<file path="src/sv/slee_pkg.sv">
// ============================================================================
// String literal escape encoder - package
// ASCII constants and the escape letter lookup.
// ============================================================================
`default_nettype none

package slee_pkg;

    localparam logic [7:0] CHAR_BACKSLASH = 8'h5C;
    localparam logic [7:0] CHAR_ZERO      = 8'h30;
    localparam logic [7:0] CHAR_SEVEN     = 8'h37;
    localparam logic [7:0] CHAR_NINE      = 8'h39;
    localparam logic [7:0] CHAR_UPPER_A   = 8'h41;
    localparam logic [7:0] CHAR_UPPER_Z   = 8'h5A;
    localparam logic [7:0] CHAR_LOWER_A   = 8'h61;
    localparam logic [7:0] CHAR_LOWER_Z   = 8'h7A;

    // Control bytes and quote bytes with single-character escapes
    localparam logic [7:0] BYTE_BEL = 8'h07;
    localparam logic [7:0] BYTE_BS  = 8'h08;
    localparam logic [7:0] BYTE_TAB = 8'h09;
    localparam logic [7:0] BYTE_LF  = 8'h0A;
    localparam logic [7:0] BYTE_VT  = 8'h0B;
    localparam logic [7:0] BYTE_FF  = 8'h0C;
    localparam logic [7:0] BYTE_CR  = 8'h0D;
    localparam logic [7:0] BYTE_DQ  = 8'h22;
    localparam logic [7:0] BYTE_SQ  = 8'h27;

    // Index of the final character of each escape form
    localparam logic [1:0] LAST_PLAIN  = 2'd0;
    localparam logic [1:0] LAST_LETTER = 2'd1;
    localparam logic [1:0] LAST_OCTAL  = 2'd3;

    typedef struct packed {
        logic       hit;
        logic [7:0] letter;
    } slee_letter_t;

    function automatic logic is_alnum(input logic [7:0] b);
        return (b >= CHAR_ZERO && b <= CHAR_NINE) ||
               (b >= CHAR_UPPER_A && b <= CHAR_UPPER_Z) ||
               (b >= CHAR_LOWER_A && b <= CHAR_LOWER_Z);
    endfunction

    // Letter escape for a byte; bell and vertical tab only in C mode
    function automatic slee_letter_t escape_letter(input logic [7:0] b,
                                                   input logic       java);
        slee_letter_t res;
        res.hit    = 1'b1;
        res.letter = 8'h00;
        unique case (b)
            BYTE_LF:  res.letter = "n";
            BYTE_CR:  res.letter = "r";
            BYTE_BS:  res.letter = "b";
            BYTE_FF:  res.letter = "f";
            BYTE_TAB: res.letter = "t";
            BYTE_SQ:  res.letter = 8'h27;
            BYTE_DQ:  res.letter = 8'h22;
            BYTE_BEL: begin
                res.hit    = !java;
                res.letter = "a";
            end
            BYTE_VT: begin
                res.hit    = !java;
                res.letter = "v";
            end
            default:  res.hit = 1'b0;
        endcase
        return res;
    endfunction

endpackage

`default_nettype wire

</file>
<file path="src/sv/string_literal_escape_encoder_unit.sv">
// Path: an accepted byte enters the item register, and each of its characters then passes through the output register.
// Output: 1 character per letter or digit, 2 per letter escape, 4 per octal
// escape; the output register issues one character per cycle unless stalled.
// Reset: aresetn (synchronous, active low) empties both registers and sets
// java_mode to C escapes.
// ============================================================================
// String literal escape encoder
// Expands each byte into its C or Java string literal form, one character
// per output item.
// ============================================================================
`default_nettype none

module string_literal_escape_encoder_unit (
    input  wire logic       aclk,
    input  wire logic       aresetn,
    // configuration
    input  wire logic       cfg_valid,
    output logic            cfg_ready,
    input  wire logic       cfg_java_mode,
    // input bytes
    input  wire logic       s_valid,
    output logic            s_ready,
    input  wire logic [7:0] s_in_byte,
    // escaped characters
    output logic            m_valid,
    input  wire logic       m_ready,
    output logic [7:0]      m_out_char,
    output logic            m_is_last
);
    import slee_pkg::*;

    logic         java_mode_reg;
    logic         item_valid_reg, item_valid_next;
    logic [7:0]   item_byte_reg,  item_byte_next;
    logic [1:0]   idx_reg,        idx_next;
    logic         m_valid_reg,    m_valid_next;
    logic [7:0]   m_char_reg,     m_char_next;
    logic         m_last_reg,     m_last_next;

    slee_letter_t esc;
    logic [1:0]   last_idx;
    logic [7:0]   cur_char;
    logic         out_load;
    logic         item_done;

    // Configuration register, always writable
    assign cfg_ready = 1'b1;

    always_ff @(posedge aclk) begin
        if (!aresetn) begin
            java_mode_reg <= 1'b0;
        end else if (cfg_valid) begin
            java_mode_reg <= cfg_java_mode;
        end
    end

    // Classify the held byte and pick the character at the current index
    always_comb begin
        esc      = escape_letter(item_byte_reg, java_mode_reg);
        cur_char = CHAR_BACKSLASH;
        if (is_alnum(item_byte_reg)) begin
            last_idx = LAST_PLAIN;
            cur_char = item_byte_reg;
        end else if (esc.hit) begin
            last_idx = LAST_LETTER;
            if (idx_reg != 2'd0) begin
                cur_char = esc.letter;
            end
        end else begin
            last_idx = LAST_OCTAL;
            case (idx_reg)
                2'd1:    cur_char = CHAR_ZERO | {6'd0, item_byte_reg[7:6]};
                2'd2:    cur_char = CHAR_ZERO | {5'd0, item_byte_reg[5:3]};
                2'd3:    cur_char = CHAR_ZERO | {5'd0, item_byte_reg[2:0]};
                default: cur_char = CHAR_BACKSLASH;
            endcase
        end
    end

    // Handshake: hold byte until its last character enters the output register
    assign out_load  = item_valid_reg && (!m_valid_reg || m_ready);
    assign item_done = out_load && (idx_reg == last_idx);
    assign s_ready   = !item_valid_reg || item_done;

    always_comb begin
        item_valid_next = item_valid_reg;
        item_byte_next  = item_byte_reg;
        idx_next        = idx_reg;
        if (s_valid && s_ready) begin
            item_valid_next = 1'b1;
            item_byte_next  = s_in_byte;
            idx_next        = 2'd0;
        end else if (item_done) begin
            item_valid_next = 1'b0;
            idx_next        = 2'd0;
        end else if (out_load) begin
            idx_next        = idx_reg + 2'd1;
        end
    end

    // Output register
    always_comb begin
        m_valid_next = m_valid_reg;
        m_char_next  = m_char_reg;
        m_last_next  = m_last_reg;
        if (out_load) begin
            m_valid_next = 1'b1;
            m_char_next  = cur_char;
            m_last_next  = (idx_reg == last_idx);
        end else if (m_ready) begin
            m_valid_next = 1'b0;
        end
    end

    always_ff @(posedge aclk) begin
        if (!aresetn) begin
            item_valid_reg <= 1'b0;
            idx_reg        <= 2'd0;
            m_valid_reg    <= 1'b0;
        end else begin
            item_valid_reg <= item_valid_next;
            idx_reg        <= idx_next;
            m_valid_reg    <= m_valid_next;
        end
    end

    always_ff @(posedge aclk) begin
        item_byte_reg <= item_byte_next;
        m_char_reg    <= m_char_next;
        m_last_reg    <= m_last_next;
    end

    assign m_valid    = m_valid_reg;
    assign m_out_char = m_char_reg;
    assign m_is_last  = m_last_reg;

endmodule

`default_nettype wire

</file>
<file path="config.mk">
export PLATFORM = sky130hd
export DESIGN_NAME = string_literal_escape_encoder_unit
export DESIGN_NICKNAME = d
export VERILOG_FILES = /design/src/sv/slee_pkg.sv /design/src/sv/string_literal_escape_encoder_unit.sv
export SDC_FILE = /design/constraint.sdc
export NUM_CORES = 1
export LEC_CHECK = 0
export BUFFER_PORTS_ARGS = -buffer_cell sky130_fd_sc_hd__buf_2
export CELL_PAD_IN_SITES_DETAIL_PLACEMENT = 0
export CELL_PAD_IN_SITES_GLOBAL_PLACEMENT = 2
export CORE_AREA = 2 2 70 72
export DETAILED_ROUTE_END_ITERATION = 6
export DIE_AREA = 0 0 72 74
export PLACE_DENSITY = 0.84
export SLEW_MARGIN = 20
export SYNTH_ARGS = -nofsm -noshare
export SYNTH_HDL_FRONTEND = slang
export SYNTH_SLANG_ARGS = --single-unit
</file>
<file path="constraint.sdc">
create_clock -name aclk -period 2.51 [get_ports aclk]
set_clock_uncertainty 0.05 [all_clocks]
set_input_delay 0.251 -clock aclk [delete_from_list [all_inputs] [get_ports aclk]]
set_output_delay 0.251 -clock aclk [all_outputs]
set_load 0.005 [all_outputs]
</file>
**After elaboration in Yosys (flattened, before gate mapping)**

Index checks and enable logic that the tools add are counted.

- Output and inout port bits: 12
- Bits in writable memories: 0
- Register bits after elaboration: 22
- Input port bits: 14
- Memory bits (read-only): 0
- Bits in latches: 0
- Memories kept: 0

- Order comparisons: 6
- Equal/unequal tests: 13
- Muxes and demuxes: 12
- Divide/modulo/power cells: 0
- Add/subtract/negate cells: 1
- Bitwise gates (word level): 1
- $mul: 0
- Shift operators: 0
- Reductions and logical operators: 19

Operator list:

| operator | number |
|---|---|
| case mux 7 bit (9 select lines) | 1 |
| equality test 8 x 4 -> 1 bit (second input constant) | 6 |
| 2-to-1 mux 8 bit | 3 |
| case mux 7 bit (3 select lines) | 1 |
| equality test 8 x 6 -> 1 bit (second input constant) | 2 |
| greater-or-equal comparator 8 x 7 -> 1 bit (second input constant) | 2 |
| <= comparator 8 x 7 -> 1 bit (second input constant) | 2 |
| equality test 8 x 3 -> 1 bit (second input constant) | 1 |
| greater-or-equal comparator 8 x 6 -> 1 bit (second input constant) | 1 |
| <= comparator 8 x 6 -> 1 bit (second input constant) | 1 |
| OR reduction 7 bit | 1 |
| logical AND 1 bit | 6 |
| nonzero test 2 bit | 3 |
| equality test 2 bit (second input constant) | 2 |
| logical OR 1 bit | 4 |
| 2-to-1 mux 1 bit | 4 |
| 2-to-1 mux 2 bit | 2 |
| logical NOT 1 bit | 3 |
| OR reduction 3 bit | 1 |
| adder 2 x 1 -> 2 bit (second input constant) | 1 |
| equality test 2 x 1 -> 1 bit (second input constant) | 1 |
| equality test 2 bit | 1 |
| case mux 1 bit (2 select lines) | 1 |
| OR reduction 2 bit | 1 |
| inverter 1 bit | 1 |

**Depth between registers and ports, before layout**

- Depth after elaboration: 10
- Mapped depth: 6

**Worst setup path after synthesis**

OpenSTA, ideal clock, no wires.

- Path type: reg-to-reg
- From: register item_byte_reg[3]
- To: register item_byte_reg[0], enable pin
- Path buffers: 1
- Clock period less this slack: 2335 ps
- Path slack: 175 ps
- Setup time: 375 ps
- Data arrival time: 1910 ps
- Cell stages (with the launch flop): 7
- Path through: edfxtp_1 > buf_2 > nand2b_1 > o22ai_1 > a2111oi_0 > o211ai_1 > a21boi_1

- Word-level cells in the longest chain between the ends: 9
- Elaborated cells between the ends (all ways): 29
- Those cells by class: 6 x order compare; 10 x eq/ne; 3 x mux; 10 x reduce/logical

RTL lines:

| element | line | RTL |
|---|---|---|
| from (decl) | string_literal_escape_encoder_unit.sv:34 | `logic [7:0] item_byte_reg, item_byte_next;` |
| from (signal assigned) | string_literal_escape_encoder_unit.sv:128 | `item_byte_reg <= item_byte_next;` |
| equality test 8 x 6 -> 1 bit, or another cell as far along | slee_pkg.sv:51 | `unique case (b)` |
| OR reduction 7 bit (no line), or another cell as far along | - |  |
| case mux 1 bit (2 select lines) or logical OR 1 bit (tied branches) | slee_pkg.sv:51, slee_pkg.sv:40 |  |
| 2-to-1 mux 2 bit or logical OR 1 bit (tied branches) | string_literal_escape_encoder_unit.sv:64, slee_pkg.sv:41 |  |
| 2-to-1 mux 2 bit (*) | string_literal_escape_encoder_unit.sv:61 | `if (is_alnum(item_byte_reg)) begin` |
| equality test 2 bit (*) | string_literal_escape_encoder_unit.sv:82 | `assign item_done = out_load && (idx_reg == last_idx);` |
| logical AND 1 bit (*) | string_literal_escape_encoder_unit.sv:82 |  |
| logical OR 1 bit (*) | string_literal_escape_encoder_unit.sv:83 | `assign s_ready = !item_valid_reg \|\| item_done;` |
| logical AND 1 bit (*) | string_literal_escape_encoder_unit.sv:89 | `if (s_valid && s_ready) begin` |

Every way passes the cells marked *; elsewhere a longest branch is shown, timed or not.
A chain may end at the register's enable or synchronous reset.

**Final worst setup path**

- From: register item_byte_reg[2]
- To: output port s_ready

- Word-level cells in the longest chain between the ends: 8
- Elaborated cells between the ends (all ways): 28
- Those cells by class: 6 x order compare; 10 x eq/ne; 3 x mux; 9 x reduce/logical

RTL lines:

| element | line | RTL |
|---|---|---|
| equality test 8 x 6 -> 1 bit, or another cell as far along | slee_pkg.sv:51 |  |
| OR reduction 7 bit (no line), or another cell as far along | - |  |
| case mux 1 bit (2 select lines) or logical OR 1 bit (tied branches) | slee_pkg.sv:51, slee_pkg.sv:40 |  |
| 2-to-1 mux 2 bit or logical OR 1 bit (tied branches) | string_literal_escape_encoder_unit.sv:64, slee_pkg.sv:41 |  |
| 2-to-1 mux 2 bit (*) | string_literal_escape_encoder_unit.sv:61 |  |
| equality test 2 bit (*) | string_literal_escape_encoder_unit.sv:82 |  |
| logical AND 1 bit (*) | string_literal_escape_encoder_unit.sv:82 |  |
| logical OR 1 bit (*) | string_literal_escape_encoder_unit.sv:83 |  |
| to (decl) | string_literal_escape_encoder_unit.sv:22 | `output logic s_ready,` |

Marked as above.

==> reports/metrics.yaml <==
status:
  status: "complete, no violations"
critical_path:
  path_buf_inv: 1
  start_kind: "flop"
  path_class: "reg2out"
  worstReg2RegStart: "item_byte_reg[2]"
  crit_path_end_kind: "output pin"
  rrSetupSlack_ps: 210
  slowest_delay_ps: 520
  arrival_ps: 2080
  crit_fanout: 8
  worstPathCellList: "or3b_4, a211oi_2, a2111oi_2, o211ai_1, nand2_1, buf_2"
  crit_start: "item_byte_reg[2]"
  critical_path.top_delay_family: "compound AO/OA/AOI/OAI gates"
  worstPathRequired_ps: 2210
  critPathSlowestCell: "edfxtp_1"
clock_network:
  cts.clk_slew.worst_paths_ps: 80
  holdBufCountCts: 0
  cts_tree: "built"
  cts_buffers: 3
  clk_latency_ps: 270
  htree_levels: 1
  cts_root_buf: "clkbuf_8"
  clockBufferDepth: 2
  cts.sinks: 22
drt:
  drt_wl_total_um: 3300
  drtAntennaViolNets: 0
  wl_met3_um: 237
  drt_iter0_drc: 57
  dr.pass1.iters: 4
  drt-met1-wl_um: 1454
  drc: 0
  wire_per_inst_um: 14.86
  top_layer_used: "met4"
  wl_met2_um: 1540
  via_count: 1212
  via_per_inst: 5.459
global_route:
  grt_max_degree: 14
  globalRouteTotalUtil_pct: 12.72
  gr-total-overflow: 0
  grt_pass1_wl_um: 5313
  grt_pass1_vias: 1137
  antenna_found_initial: 0
timing:
  drv_slew: 0
  min_period_ps: 2382
  maxSlewHeadroom_pct: 64.69
  setup_viol: 0
  fmax_mhz: 419.9
  min_period_over_period_pct: 94.89
  tns_ps: 0
  hold_violations: 0
  tightest_slew_ps: 526.5
logic_synthesis:
  synth.avg_cell_area_um2: 10.53
  yosysWarnings: 0
  syn_area_um2: 1359
  yosysTopAreaCell: "edfxtp_1"
  yosys_most_used_dff: "edfxtp_1"
  synth_area_leaders: "edfxtp_1 38%, dfxtp_1 7.4%, a21oi_1 3.7%"
  synth_edf_count: 17
  seq_area_frac_synth_pct: 44.94
  syn_nets: 147
  async_flop_share_pct: 0
  synth-seq-cells: 22
  synthDistinctLibCells: 54
  yosys-top-cells-count: "17 x edfxtp_1, 10 x a21oi_1, 9 x nand2_1, 8 x inv_1, 7 x nor2_1"
  syn_inst: 129
  synth_top_area_share_pct: 37.57
  yosysMostFrequentCell: "edfxtp_1"
die:
  initial_core_util_pct: 29.55
  fp.dieW_um: 72
  core_area_um2: 4598
  fp.dieH_um: 74
  io_pins: 26
  die_area_um2: 5328
  row_count: 25
min_path:
  min-delay-start: "s_in_byte[3]"
  hold_path_class: "in2reg"
power_and_ir_drop:
  peakVddDrop_uv: 210.2
  powerDensity_nw_per_um2: 580.2
  p_leak_nw: 0.7093
finish:
  area_growth_pct: 26.24
  diodes: 0
  nNetsFinal: 187
  ff_latch_area_um2: 610.6
  final_layout_size_suffix_gt1_share_pct: 33.93
  multi_input_area_um2: 685.7
  instances_no_fill: 222
  n_fill_cell: 437
placed_design:
  portBuffers: 24
  dp.cells: 212
  place_congestion: 0.9345
  dpl.hpwl_um: 2451
job:
  drv_cap: 0
layout make-up:
type | count | area share (%)
multi-input cells | 92 | 39.97
flip-flops and latches | 22 | 35.59
repair buffers | 42 | 14.88
well taps | 54 | 3.939
clock buffers | 4 | 3.866
inverters | 8 | 1.751
metal layers:
layer,GRT usage (%),vias to the layer above
met2,21.40,51
li1,-,576
met3,2.304,7
met4,6.080,0
met5,0,-
met1,15.92,578
kinds of logic after synthesis:
kind of cell,count (synthesis),share of synthesized area (%)
AO/OA/AOI/OAI,45,26.70
adder cells (fa/ha/maj),4,3.683
buffers and inverters,15,5.801
flip-flops,22,44.94
multiplexers,2,1.473
other,2,0.5527
AND/OR/NAND/NOR,39,16.85
stage by stage:
step	power (mW)	instance area (µm²)	util [%]	worst slack, ps	hold slack (ps)
floorplan	0.6061	1359	-	175.0	299.9
global placement	0.6861	1588	34.53	261.0	379.9
detailed placement	0.6897	1588	34.53	209.3	379.1
CTS	0.9844	1654	35.97	25.02	99.71
global route	1.040	1715	37.31	-9.231	99.26
finish	0.9952	1715	37.31	128.3	99.10
repair_timing:
| action | 4_1_cts | 5_1_grt |
|---|---|---|
| endpoints found under the setup margin | 0 | 9 |
| resized for setup | 0 | 4 |
| buffers inserted | 0 | 6 |
placed cells by master, fill, tap and decap left out, types with 3 or more instances in the layout:
master	Yosys	layout
inv_1	8	8
nand3_1	3	3
a21oi_1	10	10
edfxtp_1	17	17
buf_4	1	18
nand2_1	9	9
nand2b_1	4	4
clkbuf_8	0	3
ha_1	4	4
dfxtp_1	5	5
nor2_1	7	7
buf_2	3	24
o21ai_0	3	3
nor3_1	3	3
power by group:
part | internal [mW] | switching (mW) | leakage (nW) | total [mW]
clock network | 0.173 | 0.125 | 0.0339 | 0.298
registers | 0.439 | 0.0284 | 0.200 | 0.467
logic | 0.106 | 0.124 | 0.476 | 0.230
total | 0.718 | 0.277 | 0.709 | 0.995
final timing paths:
kind,to,depth (start not counted)
worst max-delay path,s_ready,6
worst min-delay path,item_byte_reg[3],1
worst max register to register,m_out_char[1],6
worst min register to register,item_valid_reg,2
(Power assumes the default switching activity.)
